[src/hw/rtl/tsq_pkg.sv]
`default_nettype none

package tsq_pkg;

    localparam int STACK_DEPTH = 8;
    localparam int DATA_W = 32;
    localparam int PTR_W = (STACK_DEPTH > 1) ? $clog2(STACK_DEPTH) : 1;
    localparam int CNT_W = $clog2(STACK_DEPTH + 1);

    typedef logic [PTR_W-1:0] ptr_t;
    typedef logic [CNT_W-1:0] cnt_t;
    typedef logic signed [DATA_W-1:0] word_t;

    localparam logic FUNC_ENQ = 1'b0;
    localparam logic FUNC_DEQ = 1'b1;

    typedef enum logic [1:0] {
        ST_ENQ   = 2'd0,
        ST_OVF   = 2'd1,
        ST_DEQ   = 2'd2,
        ST_EMPTY = 2'd3
    } status_t;

    typedef enum logic [1:0] {
        S_IDLE,
        S_XFER,
        S_POP,
        S_EMIT
    } state_t;

    // One write port and one read port of a stack memory.
    typedef struct packed {
        logic  we;
        ptr_t  waddr;
        word_t wdata;
        logic  re;
        ptr_t  raddr;
    } mem_req_t;

endpackage

`default_nettype wire

[src/hw/rtl/tsq_ram.sv]
`default_nettype none

module tsq_ram (
    input  wire logic             clk,
    input  wire tsq_pkg::mem_req_t req,
    output tsq_pkg::word_t        rdata
);
    import tsq_pkg::*;

    word_t mem [STACK_DEPTH];
    word_t rdata_reg;

    always_ff @(posedge clk)
    begin
        if (req.we)
        begin
            mem[req.waddr] <= req.wdata;
        end
        if (req.re)
        begin
            rdata_reg <= mem[req.raddr];
        end
    end

    assign rdata = rdata_reg;

endmodule

`default_nettype wire

[src/hw/rtl/tsq_ctrl.sv]
`default_nettype none

module tsq_ctrl (
    input  wire logic              clk,
    input  wire logic              rst_n,
    input  wire logic              in_valid,
    output logic                   in_ready,
    input  wire logic              func,
    input  wire tsq_pkg::word_t    value,
    output logic                   out_valid,
    input  wire logic              out_ready,
    output logic [1:0]             status,
    output tsq_pkg::word_t         data_out,
    output tsq_pkg::mem_req_t      inbox_req,
    input  wire tsq_pkg::word_t    inbox_rdata,
    output tsq_pkg::mem_req_t      outbox_req,
    input  wire tsq_pkg::word_t    outbox_rdata
);
    import tsq_pkg::*;

    state_t  state_reg, state_next;
    cnt_t    in_cnt_reg, in_cnt_next;
    cnt_t    out_cnt_reg, out_cnt_next;
    logic    out_valid_reg, out_valid_next;
    status_t out_status_reg;
    word_t   out_data_reg;
    status_t pend_status_reg;
    word_t   pend_data_reg;

    logic    accept;
    logic    slot_free;
    logic    in_full;
    logic    res_fire;
    status_t res_status;
    word_t   res_data;
    logic    load_out;
    logic    load_pend;

    assign in_ready  = (state_reg == S_IDLE);
    assign accept    = in_valid && in_ready;
    assign slot_free = !out_valid_reg || out_ready;
    assign in_full   = (in_cnt_reg == cnt_t'(STACK_DEPTH));

    always_comb
    begin
        state_next = state_reg;
        unique case (state_reg)
            S_IDLE:
            begin
                if (accept)
                begin
                    if (func == FUNC_DEQ && out_cnt_reg != '0)
                    begin
                        state_next = S_POP;
                    end
                    else if (func == FUNC_DEQ && in_cnt_reg != '0)
                    begin
                        state_next = S_XFER;
                    end
                    else
                    begin
                        state_next = slot_free ? S_IDLE : S_EMIT;
                    end
                end
            end
            S_XFER:
            begin
                if (in_cnt_reg == '0)
                begin
                    state_next = slot_free ? S_IDLE : S_EMIT;
                end
            end
            S_POP:
            begin
                state_next = slot_free ? S_IDLE : S_EMIT;
            end
            S_EMIT:
            begin
                if (slot_free)
                begin
                    state_next = S_IDLE;
                end
            end
            default:
            begin
                state_next = S_IDLE;
            end
        endcase
    end

    always_comb
    begin
        inbox_req   = '0;
        outbox_req  = '0;
        in_cnt_next = in_cnt_reg;
        out_cnt_next = out_cnt_reg;
        res_fire    = 1'b0;
        res_status  = ST_EMPTY;
        res_data    = '0;
        unique case (state_reg)
            S_IDLE:
            begin
                if (accept)
                begin
                    if (func == FUNC_ENQ)
                    begin
                        res_fire = 1'b1;
                        if (in_full)
                        begin
                            res_status = ST_OVF;
                        end
                        else
                        begin
                            res_status      = ST_ENQ;
                            inbox_req.we    = 1'b1;
                            inbox_req.waddr = in_cnt_reg[PTR_W-1:0];
                            inbox_req.wdata = value;
                            in_cnt_next     = in_cnt_reg + 1'b1;
                        end
                    end
                    else if (out_cnt_reg != '0)
                    begin
                        outbox_req.re    = 1'b1;
                        outbox_req.raddr = ptr_t'(out_cnt_reg - 1'b1);
                        out_cnt_next     = out_cnt_reg - 1'b1;
                    end
                    else if (in_cnt_reg != '0)
                    begin
                        inbox_req.re    = 1'b1;
                        inbox_req.raddr = ptr_t'(in_cnt_reg - 1'b1);
                        in_cnt_next     = in_cnt_reg - 1'b1;
                    end
                    else
                    begin
                        res_fire   = 1'b1;
                        res_status = ST_EMPTY;
                    end
                end
            end
            S_XFER:
            begin
                if (in_cnt_reg != '0)
                begin
                    outbox_req.we    = 1'b1;
                    outbox_req.waddr = out_cnt_reg[PTR_W-1:0];
                    outbox_req.wdata = inbox_rdata;
                    out_cnt_next     = out_cnt_reg + 1'b1;
                    inbox_req.re     = 1'b1;
                    inbox_req.raddr  = ptr_t'(in_cnt_reg - 1'b1);
                    in_cnt_next      = in_cnt_reg - 1'b1;
                end
                else
                begin
                    // The oldest value would land on top of the outbox and be
                    // popped at once, so it goes straight to the result.
                    res_fire   = 1'b1;
                    res_status = ST_DEQ;
                    res_data   = inbox_rdata;
                end
            end
            S_POP:
            begin
                res_fire   = 1'b1;
                res_status = ST_DEQ;
                res_data   = outbox_rdata;
            end
            S_EMIT:
            begin
                res_fire   = 1'b1;
                res_status = pend_status_reg;
                res_data   = pend_data_reg;
            end
            default:
            begin
                res_fire = 1'b0;
            end
        endcase
        load_out  = res_fire && slot_free;
        load_pend = res_fire && !slot_free;
        if (load_out)
        begin
            out_valid_next = 1'b1;
        end
        else if (out_ready)
        begin
            out_valid_next = 1'b0;
        end
        else
        begin
            out_valid_next = out_valid_reg;
        end
    end

    always_ff @(posedge clk or negedge rst_n)
    begin
        if (!rst_n)
        begin
            state_reg     <= S_IDLE;
            in_cnt_reg    <= '0;
            out_cnt_reg   <= '0;
            out_valid_reg <= 1'b0;
        end
        else
        begin
            state_reg     <= state_next;
            in_cnt_reg    <= in_cnt_next;
            out_cnt_reg   <= out_cnt_next;
            out_valid_reg <= out_valid_next;
        end
    end

    always_ff @(posedge clk)
    begin
        if (load_out)
        begin
            out_status_reg <= res_status;
            out_data_reg   <= res_data;
        end
        if (load_pend)
        begin
            pend_status_reg <= res_status;
            pend_data_reg   <= res_data;
        end
    end

    assign out_valid = out_valid_reg;
    assign status    = out_status_reg;
    assign data_out  = out_data_reg;

    a_in_cnt_bound: assert property (@(posedge clk) disable iff (!rst_n)
        in_cnt_reg <= cnt_t'(STACK_DEPTH))
        else $error("inbox count exceeds the stack depth");

    a_out_cnt_bound: assert property (@(posedge clk) disable iff (!rst_n)
        out_cnt_reg <= cnt_t'(STACK_DEPTH))
        else $error("outbox count exceeds the stack depth");

    a_emit_needs_busy_out: assert property (@(posedge clk) disable iff (!rst_n)
        state_reg == S_EMIT |-> out_valid_reg)
        else $error("result held back while the output register is free");

    a_pop_follows: assert property (@(posedge clk) disable iff (!rst_n)
        (accept && func == FUNC_DEQ && out_cnt_reg != '0) |=>
            (state_reg == S_POP && out_cnt_reg == $past(out_cnt_reg) - 1'b1))
        else $error("dequeue from a filled outbox did not pop it");

endmodule

`default_nettype wire

[src/hw/rtl/two_stack_queue.sv]
// Results: enqueue and overflow results go to the output register, or to a pending
// register while it is held; a dequeue from a filled outbox passes through S_POP; one
// that refills the outbox moves the newer inbox values in S_XFER, one inbox read and outbox
// write per cycle. Throughput: one enqueue per cycle while the output is free or taken;
// no new request is taken during a dequeue. Reset: both counts and the handshake clear
// asynchronously; stack memories are not cleared, and in_ready is high once reset ends.
`default_nettype none

module two_stack_queue (
    input  wire logic                clk,
    input  wire logic                rst_n,
    input  wire logic                in_valid,
    output logic                     in_ready,
    input  wire logic                func,
    input  wire logic signed [31:0]  value,
    output logic                     out_valid,
    input  wire logic                out_ready,
    output logic [1:0]               status,
    output logic signed [31:0]       data_out
);
    import tsq_pkg::*;

    mem_req_t inbox_req;
    mem_req_t outbox_req;
    word_t    inbox_rdata;
    word_t    outbox_rdata;

    tsq_ram u_inbox (
        .clk   (clk),
        .req   (inbox_req),
        .rdata (inbox_rdata)
    );

    tsq_ram u_outbox (
        .clk   (clk),
        .req   (outbox_req),
        .rdata (outbox_rdata)
    );

    tsq_ctrl u_ctrl (
        .clk          (clk),
        .rst_n        (rst_n),
        .in_valid     (in_valid),
        .in_ready     (in_ready),
        .func         (func),
        .value        (value),
        .out_valid    (out_valid),
        .out_ready    (out_ready),
        .status       (status),
        .data_out     (data_out),
        .inbox_req    (inbox_req),
        .inbox_rdata  (inbox_rdata),
        .outbox_req   (outbox_req),
        .outbox_rdata (outbox_rdata)
    );

endmodule

`default_nettype wire
[config.mk]
export PLATFORM = sky130hd
export DESIGN_NAME = two_stack_queue
export DESIGN_NICKNAME = d
export VERILOG_FILES = /design/src/hw/rtl/tsq_pkg.sv /design/src/hw/rtl/tsq_ram.sv /design/src/hw/rtl/tsq_ctrl.sv /design/src/hw/rtl/two_stack_queue.sv
export SDC_FILE = /design/constraint.sdc
export NUM_CORES = 1
export LEC_CHECK = 0
export BUFFER_PORTS_ARGS = -buffer_cell sky130_fd_sc_hd__buf_2
export CORE_ASPECT_RATIO = 1.4
export CORE_MARGIN = 4
export CORE_UTILIZATION = 56
export DETAILED_ROUTE_END_ITERATION = 8
export GPL_ROUTABILITY_DRIVEN = 0
export GPL_TIMING_DRIVEN = 1
export PLACE_DENSITY = 0.79
export SLEW_MARGIN = 20
export SYNTH_ARGS = -nofsm -noshare
export SYNTH_HDL_FRONTEND = slang
export SYNTH_SLANG_ARGS = --single-unit
[constraint.sdc]
create_clock -name clk -period 4.9 [get_ports clk]
set_input_delay 1.47 -clock clk [delete_from_list [all_inputs] [get_ports clk]]
set_output_delay 1.47 -clock clk [all_outputs]
set_load 0.05 [all_outputs]
==> results of run 1 <==
[logic make-up (layout without fill, tap and decap cells)]
logic type	after synthesis	in the layout	synth area share
mux	67	67	0.0267
fa+ha+maj	10	10	0.00484
flops	655	655	0.759
xor+xnor	3	3	0.00102
other cells	0	2	0
compound gates	359	359	0.109
simple gates	442	442	0.0754
buf+inv	132	236	0.0243
[power by group through the flow]
| stage | sequential, mW | clock, mW | combinational (mW) |
|---|---|---|---|
| 6_report | 7.83 | 4.30 | 6.11 |
| 5_1_grt | 7.89 | 4.56 | 6.52 |
| 4_1_cts | 7.82 | 4.33 | 6.08 |
| 3_5_place_dp | 7.92 | 0 | 6.04 |
| 3_3_place_gp | 7.90 | 0 | 5.82 |
| 2_1_floorplan | 8.26 | 0 | 3.84 |
[worst max path at each step]
stage | from | to | cells past startpoint
after floorplan | func | u_inbox.mem[2][0]$_DFFE_PP_ | 4
after global placement | u_ctrl.in_cnt_reg[0]$_DFFE_PN0P_ | u_inbox.rdata[8]$_DFFE_PP_ | 10
after detailed placement | u_ctrl.in_cnt_reg[0]$_DFFE_PN0P_ | u_inbox.rdata[8]$_DFFE_PP_ | 10
after CTS | u_ctrl.in_cnt_reg[0]$_DFFE_PN0P_ | u_inbox.rdata[8]$_DFFE_PP_ | 10
after global routing | u_ctrl.in_cnt_reg[0]$_DFFE_PN0P_ | u_inbox.rdata[11]$_DFFE_PP_ | 10
final | u_ctrl.in_cnt_reg[0]$_DFFE_PN0P_ | u_inbox.rdata[8]$_DFFE_PP_ | 10
[cell usage in the layout (no fill, tap or decap), types with 40 or more instances in the layout]
master and n:
buf_4 47, and3_1 65, mux2i_1 52, clkbuf_16 57, edfxtp_1 644, a221oi_1 42
buf_2 72, a21oi_1 55, nor2_1 40, nand2_1 285, o21ai_0 57
[routing by layer]
layer / global-route usage / wire, um
met5: 0 / 12
met4: 0.0955 / 2590
met3: 0.0360 / 5380
met2: 0.401 / 30800
met1: 0.308 / 21600
[critical path: cells and delay by family (launching register included)]
kind                     cells  cell delay (ns)
AO/OA/AOI/OAI                3             0.69
AND/OR/NAND/NOR              2             0.64
buffers and inverters        3             1.33
adder cells (fa/ha/maj)      2             0.67
flip-flops                   1             0.50
[area by class of cell]
| type | count | area share |
|---|---|---|
| flip-flops and latches | 655 | 0.681 |
| multi-input cells | 881 | 0.201 |
| clock buffers | 69 | 0.0511 |
| repair buffers | 125 | 0.0289 |
| well taps | 611 | 0.0266 |
| clock inverters | 32 | 0.00974 |
| inverters | 10 | 0.00139 |
| diodes | 2 | 0.000174 |
[metrics by stage]
stage / util / instances / setup WS [ns] / hold slack, ns
2_1_floorplan: - / 1668 / 0.0688 / 0.494
3_3_place_gp: 0.596 / 2282 / 1.03 / 0.516
3_5_place_dp: 0.596 / 2282 / 0.925 / 0.519
4_1_cts: 0.635 / 2383 / 0.885 / 0.533
5_1_grt: 0.635 / 2383 / 0.649 / 0.567
6_report: 0.635 / 2385 / 0.854 / 0.543
==> results by group, run 1 <==
Critical path
  – CP Capture Type: flip-flop
  – Crit path kind: flip-flop to flip-flop
  – Req. time, crit path: 5.29 ns
  – R2R Path Start: u_ctrl.in_cnt_reg[0]$_DFFE_PN0P_
  – Slowest stage delay, CP: 0.68 ns
  – Critical path's slowest cell: buf_4
  – R2R Path End: u_inbox.rdata[8]$_DFFE_PP_
  – Cell breakdown of the critical path: inv_1, ha_1, nor3b_4, inv_2, ha_1, o21ai_4, buf_4, nand2_1, a311o_1, a32oi_1
  – CP max FO: 64
  – Critical path arrival: 4.44 ns
  – Critical path's most frequent cell: ha_1
  – Worst Setup Start Kind: flip-flop
  – R2R setup slack: 0.85 ns
  – Reg2Reg Depth: 10

GRT
  – Initial antenna violation count: 3
  – First-pass GRT wire length: 91,000 um
  – Largest net degree at the start of global routing: 69
  – Vias in the first global route: 15.5k
  – Global route overflow: 0
  – GRT Resource Usage Total: 0.237

Detailed routing
  – Routed vias/inst: 6.52
  – Routed Wire Length: 60,400 um
  – WL/cell: 25.3 um
  – Final antenna-violating net count: 0
  – Initial DRC Count: 2,203
  – First-pass iteration count of the detailed router: 8
  – Drc violations: 0
  – Vias: 15.5k

Power
  – Overall Power: 18.2 mW
  – Internal power: 11.5 mW
  – Sequential Power Share: 0.429
  – VDD IR-drop max: 0.000491 V
  – Clock power frac: 0.236
  – Sw frac: 0.369
  – Leak: 10.0 nW
  – Logic pwr share: 0.335
  – Power Dens Cells: 634 nW/um^2
  – P_sw: 6.73 mW

Layout
  – Finished Cell Area: 28,800 sq um
  – Area Overhead vs Synth: 11.4%
  – Layout fillers: 3,129
  – Largest regs: u_inbox.mem x256, u_outbox.mem x256
  – Area of the multi-input gates: 5780 sq um
  – Reg area: 19,600 sq um
  – Nets@finish: 1,776
  – Layout cell share with drive strength beyond 1: 0.150

Timing
  – Endpoints failing hold: 0
  – Final setup viols: 0
  – Fmax: 247 MHz
  – Worst slew pin tran: 1.09 ns
  – Final period util: 0.826
  – RSZ-0062 raised after global routing: no
  – Worst rel slew slack: 0.269
  – Worst Skew: 0.0203 ns
  – Final setup TNS: 0 ns
  – Final slew viol count: 0
  – Min Tclk post-route: 4.05 ns

Floorplan
  – Die X: 190 um
  – Row cnt: 92
  – Core Region: 45,400 sq um
  – Die Area: 49,700 sq um
  – Initial Util: 0.570
  – Die H: 262 um
  – Io pins: 73

Synth
  – Number of synthesized flops with an enable pin: 644
  – Yosys top cell by area: edfxtp_1
  – Synth warnings: 0
  – Synth area leaders: edfxtp_1 (75%), nand2_1 (4.2%), mux2i_1 (2.0%)
  – Area of the mapped netlist: 25,900 sq um
  – Share of the synthesized area in the top cell type: 0.748
  – Seq/Total Area, Yosys: 0.759
  – Mean Syn Cell Area: 15.5 sq um
  – Most frequent cell after synthesis: edfxtp_1
  – Mapped Nets: 1,715
  – Synth unique cells: 68
  – Yosys reg bits: 655
  – Most frequent cells after synthesis: edfxtp_1 (644), nand2_1 (286), and3_1 (65), clkbuf_1 (62), o21ai_0 (57)
  – Primary FF master, synth: edfxtp_1
  – Mapped Cells: 1,668
  – Asr flop ratio synth: 0.0168

Clock tree
  – Clock Latency Late Sink: 0.60 ns
  – CTS Hold Bufs: 0
  – Clock sinks: 655
  – CTS Buf Count: 56
  – CTS tree: done
  – Post-CTS Setup Inserts: 0
  – Post-CTS resize count: 0
  – Clock buffer depth: 3
  – Clk root buf: clkbuf_16
  – H-tree depth: 2
  – CTS clk-pin slew, worst paths: 0.07 ns

Worst hold path
  – Hold path endpoint: u_ctrl.out_cnt_reg[3]$_DFFE_PN0P_
  – Hold path startpoint: u_ctrl.out_cnt_reg[3]$_DFFE_PN0P_
  – HP Class: flip-flop to flip-flop
  – Hold Crit Depth: 1

Placed design
  – Placed Area: 27,000 sq um
  – IO Port Bufs: 72
  – Detailed Place HPWL: 34,100 um

Job
  – Max Cap Viol: 0

Outcome
  – Status: complete, no violations
Power figures use the tool's default switching activity.
==> inputs of run 2 (changes only) <==
--- a/config.mk
+++ b/config.mk
@@ -8,11 +8,11 @@
 export BUFFER_PORTS_ARGS = -buffer_cell sky130_fd_sc_hd__buf_2
 export CORE_ASPECT_RATIO = 1.4
 export CORE_MARGIN = 4
-export CORE_UTILIZATION = 56
+export CORE_UTILIZATION = 62
 export DETAILED_ROUTE_END_ITERATION = 8
 export GPL_ROUTABILITY_DRIVEN = 0
 export GPL_TIMING_DRIVEN = 1
-export PLACE_DENSITY = 0.79
+export PLACE_DENSITY = 0.82
 export SLEW_MARGIN = 20
 export SYNTH_ARGS = -nofsm -noshare
 export SYNTH_HDL_FRONTEND = slang
==> constraint.sdc (replaced) <==
create_clock -name clk -period 3.9 [get_ports clk]
set_input_delay 1.17 -clock clk [delete_from_list [all_inputs] [get_ports clk]]
set_output_delay 1.17 -clock clk [all_outputs]
set_load 0.05 [all_outputs]
==> run 2 against run 1 <==
  * First-iteration DRC count shrank 7.7%
  * Sequential share of layout area grew 0.16 points
  * Clock-buffer cell count shrank 3
  * Worst hold slack lost 0.092 ns
  * Routed wire length shrank 2.4%
  * Total power grew 26%
  * Clock power grew 24%
  * Largest power group unchanged
  * Clock skew shrank 0.0042 ns
  * Cell count shrank 2.9%
  * Setup slack lost 0.57 ns
==> results by group, run 2 (synthesis results as in run 1) <==
Layout
  – Nets@finish: 1,777
  – Largest regs: u_inbox.mem x256, u_outbox.mem x256
  – Diodes inserted: 0
  – Area Overhead vs Synth: 11.1%
  – Commonest non-fill, non-tap cell in the layout: edfxtp_1
  – Layout cell share with drive strength beyond 1: 0.153
  – Most frequent cells in the layout: edfxtp_1 (644), nand2_1 (285), buf_2 (72)
  – Final non-filler cell total: 2,315

Critical path
  – Cell breakdown of the critical path: inv_1, ha_1, nor3b_4, inv_2, ha_1, o21a_4, o21ai_4, buf_4, nand2_1, a32oi_1
  – Worst path depth: 10
  – Slowest stage delay, CP: 0.70 ns
  – CP max FO: 28
  – Req. time, crit path: 4.28 ns
  – WP buf/inv: 3
  – Worst Setup Start Kind: flip-flop
  – Critical path's slowest cell: o21ai_4
  – Reg2Reg Depth: 10
  – Critical path's most frequent cell: ha_1
  – Crit path max-delay family: compound AO/OA/AOI/OAI gates
  – CP Capture Type: flip-flop
  – R2R setup slack: 0.28 ns
  – Critical path arrival: 3.99 ns
  – Crit path kind: flip-flop to flip-flop

Timing
  – Worst Skew: 0.0161 ns
  – Final setup viols: 0
  – Endpoints failing hold: 0
  – Final Hold Slack: 0.451 ns
  – Worst rel slew slack: 0.340
  – Final period util: 0.927
  – Min Tclk post-route: 3.62 ns
  – Worst slew pin tran: 0.986 ns
  – Final slew viol count: 0
  – Fmax: 277 MHz
  – RSZ-0062 raised after global routing: no

Power
  – Sequential Power Share: 0.429
  – Leak: 10.0 nW
  – P_sw: 8.46 mW
  – Logic pwr share: 0.339
  – Overall Power: 23.0 mW
  – Power Dens Cells: 799 nW/um^2
  – Clock power frac: 0.232
  – Internal power: 14.5 mW
  – VDD IR-drop max: 0.000651 V
  – Sw frac: 0.369

Floorplan
  – Die Area: 45,100 sq um
  – Core Region: 41,200 sq um
  – Io pins: 73
  – Row cnt: 88
  – Die X: 181 um
  – Initial Util: 0.628
  – Die H: 250 um

Detailed routing
  – First-pass iteration count of the detailed router: 6
  – Vias: 15.3k
  – Routed vias/inst: 6.59
  – Drc violations: 0
  – WL/cell: 25.5 um
  – Routed Wire Length: 59,000 um
  – Final antenna-violating net count: 0
  – Initial DRC Count: 2,033

GRT
  – Global route overflow: 0
  – Initial antenna violation count: 0
  – GRT Resource Usage Total: 0.257
  – Largest net degree at the start of global routing: 80
  – First-pass GRT wire length: 89,700 um
  – Vias in the first global route: 15.4k

Placed design
  – IO Port Bufs: 72
  – DP Cell Count: 2,213
  – Detailed Place HPWL: 33,800 um

Outcome
  – Status: complete, no violations

Clock tree
  – H-tree depth: 2
  – Post-CTS Setup Inserts: 0
  – CTS Hold Bufs: 0
  – Clock buffer depth: 3
  – CTS Buf Count: 55
  – Clock Latency Late Sink: 0.60 ns
  – Clock sinks: 655
  – CTS tree: done
  – Post-CTS resize count: 0
  – CTS clk-pin slew, worst paths: 0.06 ns
  – Clk root buf: clkbuf_16

Worst hold path
  – HP Class: primary input to async pin

Job
  – Max Cap Viol: 0
-- run 2: cell count changes in the layout (fill, tap and decap cells not counted), moves of 3 or more --
| cell | previous run | this run |
|---|---|---|
| buf_4 | 47 | 50 |
| clkinv_2 | 9 | 12 |
| clkbuf_1 | 12 | 9 |
| nor3_2 | 8 | 3 |
| nor3_4 | 1 | 6 |
-- run 2: worst reg2reg max path, stage by stage, from the launching register on --
cell and delay [ns]:
dfrtp_1 0.50, inv_1 0.16, ha_1 0.28, nor3b_4 0.48, inv_2 0.08, ha_1 0.25
o21a_4 0.26, o21ai_4 0.71, buf_4 0.32, nand2_1 0.08, a32oi_1 0.31
-- run 2: per-stage QoR --
| stage | setup WS [ns] | TNS (ns) | instance area [sq um] | utilization |
|---|---|---|---|---|
| floorplan | -0.631 | -60.59 | 25900 | - |
| global placement | 0.494 | 0 | 27000 | 0.655 |
| detailed placement | 0.358 | 0 | 27000 | 0.655 |
| CTS | 0.298 | 0 | 28700 | 0.697 |
| global route | 0.112 | 0 | 28700 | 0.697 |
| finish | 0.285 | 0 | 28700 | 0.697 |
-- run 2: final cells by class --
cell class	count	area, sq um
timing repair buffer	127	843
fill	2533	12500
clock buffer	66	1460
tap	540	676
inverter	10	40.0
clock inverter	36	280
multi-input combinational	881	5810
sequential	655	19600
-- run 2: routing by layer --
layer / GRT usage / routed length [um] / up-vias / part of all wire
li1: - / - / 6685 / -
met1: 0.316 / 20900 / 7598 / 0.35
met2: 0.461 / 31400 / 833 / 0.53
met3: 0.0405 / 4530 / 147 / 0.077
met4: 0.0984 / 2190 / 0 / 0.037
met5: 0 / 0 / - / 0
-- run 2: power groups by stage --
| stage | Clock, mW | Sequential [mW] | Combinational (mW) |
|---|---|---|---|
| floorplan | 0 | 10.4 | 4.85 |
| global placement | 0 | 9.94 | 7.38 |
| detailed placement | 0 | 9.97 | 7.68 |
| CTS | 5.37 | 9.84 | 7.75 |
| global route | 5.68 | 9.91 | 8.32 |
| finish | 5.32 | 9.85 | 7.79 |
-- run 2: worst paths after layout --
check                                                    end                              start
max                              u_inbox.rdata[29]$_DFFE_PP_   u_ctrl.in_cnt_reg[0]$_DFFE_PN0P_
min                         u_ctrl.in_cnt_reg[2]$_DFFE_PN0P_                              rst_n
max reg2reg                      u_inbox.rdata[29]$_DFFE_PP_   u_ctrl.in_cnt_reg[0]$_DFFE_PN0P_
min reg2reg                u_ctrl.out_cnt_reg[3]$_DFFE_PN0P_  u_ctrl.out_cnt_reg[3]$_DFFE_PN0P_
max in group asynchronous  u_ctrl.out_cnt_reg[0]$_DFFE_PN0P_                              rst_n
min in group clk           u_ctrl.out_cnt_reg[3]$_DFFE_PN0P_  u_ctrl.out_cnt_reg[3]$_DFFE_PN0P_
==> inputs of run 3 (changes only) <==
--- a/config.mk
+++ b/config.mk
@@ -13,6 +13,7 @@
 export GPL_ROUTABILITY_DRIVEN = 0
 export GPL_TIMING_DRIVEN = 1
 export PLACE_DENSITY = 0.82
+export REMOVE_ABC_BUFFERS = 1
 export SLEW_MARGIN = 20
 export SYNTH_ARGS = -nofsm -noshare
 export SYNTH_HDL_FRONTEND = slang
==> run 3 against run 2 <==
  * Clock skew shrank 0.00091 ns
  * Non-clock buffer count rose by 3
  * Routed wire length rose by 0.49%
  * Flip-flop and latch count unchanged
  * Critical path depth unchanged
  * Clock power up 6.8%
  * Clock-buffer cell count increased by 5
  * Critical endpoint is now u_inbox.rdata[25]$_DFFE_PP_
  * Largest power group unchanged
==> results by group, run 3 (synthesis results as in run 1) <==
Detailed routing
  – Final antenna-violating net count: 0
  – Initial DRC Count: 1,850
  – Routed Wire Length: 59,200 um
  – WL/cell: 25.5 um
  – First-pass iteration count of the detailed router: 6
  – Drc violations: 0
  – Vias: 15.5k
  – Routed vias/inst: 6.67

Critical path
  – Crit path max-delay family: compound AO/OA/AOI/OAI gates
  – WP buf/inv: 3
  – Critical path's slowest cell: nor3b_4
  – Req. time, crit path: 4.31 ns
  – Reg2Reg Depth: 10
  – Critical path arrival: 3.74 ns
  – Critical path's most frequent cell: ha_1
  – Crit path kind: flip-flop to flip-flop
  – Worst path depth: 10
  – CP Capture Type: flip-flop
  – CP max FO: 47
  – Cell breakdown of the critical path: inv_1, ha_1, nor3b_4, inv_2, ha_1, o21ai_4, buf_12, nand2_1, a311o_1, a32oi_1
  – Slowest stage delay, CP: 0.50 ns
  – Worst Setup Start Kind: flip-flop

Job
  – Max Cap Viol: 0

Floorplan
  – Die X: 181 um
  – Die Area: 45,100 sq um
  – Io pins: 73
  – Die H: 250 um
  – Row cnt: 88
  – Core Region: 41,200 sq um
  – Initial Util: 0.628

Power
  – Sw frac: 0.361
  – Clock power frac: 0.245
  – VDD IR-drop max: 0.000533 V
  – Internal power: 14.8 mW
  – Logic pwr share: 0.333
  – Overall Power: 23.2 mW
  – Leak: 10.1 nW
  – Sequential Power Share: 0.423
  – P_sw: 8.39 mW
  – Power Dens Cells: 803 nW/um^2

Timing
  – RSZ-0062 raised after global routing: no
  – Worst rel slew slack: 0.292
  – Worst slew pin tran: 1.06 ns
  – Worst Skew: 0.0151 ns
  – Final period util: 0.853
  – Final setup viols: 0
  – Final Hold Slack: 0.453 ns
  – Min Tclk post-route: 3.33 ns
  – Final setup TNS: 0 ns
  – Endpoints failing hold: 0
  – Final slew viol count: 0
  – Fmax: 301 MHz
  – Final worst slack: 0.575 ns

Layout
  – Final non-filler cell total: 2,320
  – Largest regs: u_inbox.mem x256, u_outbox.mem x256
  – Finished Cell Area: 28,900 sq um
  – Nets@finish: 1,781
  – Post-route core utilization: 0.702
  – Layout cell share with drive strength beyond 1: 0.155
  – Most frequent cells in the layout: edfxtp_1 (644), nand2_1 (285), buf_2 (72)
  – Diodes inserted: 0
  – Area Overhead vs Synth: 11.8%
  – Commonest non-fill, non-tap cell in the layout: edfxtp_1

GRT
  – Initial antenna violation count: 0
  – Largest net degree at the start of global routing: 65
  – Global route overflow: 0
  – First-pass GRT wire length: 89,700 um
  – GRT Resource Usage Total: 0.256
  – Vias in the first global route: 15.7k

Placed design
  – IO Port Bufs: 72
  – DP Cell Count: 2,216
  – Detailed Place HPWL: 33,100 um
  – Place WS: 0.656 ns
  – Placed Area: 27,000 sq um

Worst hold path
  – HP Class: primary input to async pin

Clock tree
  – CTS tree: done
  – Post-CTS Setup Inserts: 0
  – CTS Buf Count: 56
  – Post-CTS resize count: 0
  – Clk root buf: clkbuf_16
  – H-tree depth: 2
  – CTS clk-pin slew, worst paths: 0.06 ns
  – Clock buffer depth: 3
  – Clock sinks: 655
  – CTS Hold Bufs: 0
  – Clock Latency Late Sink: 0.60 ns

Outcome
  – Status: complete, no violations
==> run 3: path summary, 6_finish.rpt <==
kind,startpoint,endpoint,slack (ns)
worst max-delay path,u_ctrl.in_cnt_reg[0]$_DFFE_PN0P_,u_inbox.rdata[25]$_DFFE_PP_,0.57
worst min-delay path,rst_n,u_ctrl.in_cnt_reg[0]$_DFFE_PN0P_,0.45
worst max register to register,u_ctrl.in_cnt_reg[0]$_DFFE_PN0P_,u_inbox.rdata[25]$_DFFE_PP_,0.57
worst min register to register,u_ctrl.out_cnt_reg[3]$_DFFE_PN0P_,u_ctrl.out_cnt_reg[3]$_DFFE_PN0P_,0.54
max in group asynchronous,rst_n,u_ctrl.out_cnt_reg[0]$_DFFE_PN0P_,3.20
min in group clk,u_ctrl.out_cnt_reg[3]$_DFFE_PN0P_,u_ctrl.out_cnt_reg[3]$_DFFE_PN0P_,0.54
==> run 3: cell type report <==
class / instances / area (sq um)
well taps: 540 / 676
repair buffers: 130 / 933
fillers: 2535 / 12300
multi-input cells: 881 / 5770
clock inverters: 33 / 390
flip-flops and latches: 655 / 19600
inverters: 10 / 40.0
clock buffers: 71 / 1490
==> run 3: power groups by stage <==
| stage | clock network (mW) | registers [mW] | logic [mW] |
|---|---|---|---|
| CTS | 5.72 | 9.79 | 7.66 |
| finish | 5.68 | 9.81 | 7.72 |
| detailed placement | 0 | 9.93 | 7.58 |
| global route | 6.01 | 9.87 | 8.25 |
| global placement | 0 | 9.89 | 7.31 |
| floorplan | 0 | 10.5 | 4.38 |
==> run 3: routing by layer <==
metal	GRT usage	up-vias	routed length, um
met2	0.450	909	30600
li1	-	6700	-
met4	0.0994	0	2360
met1	0.316	7700	21200
met5	0	-	0
met3	0.0475	168	5160
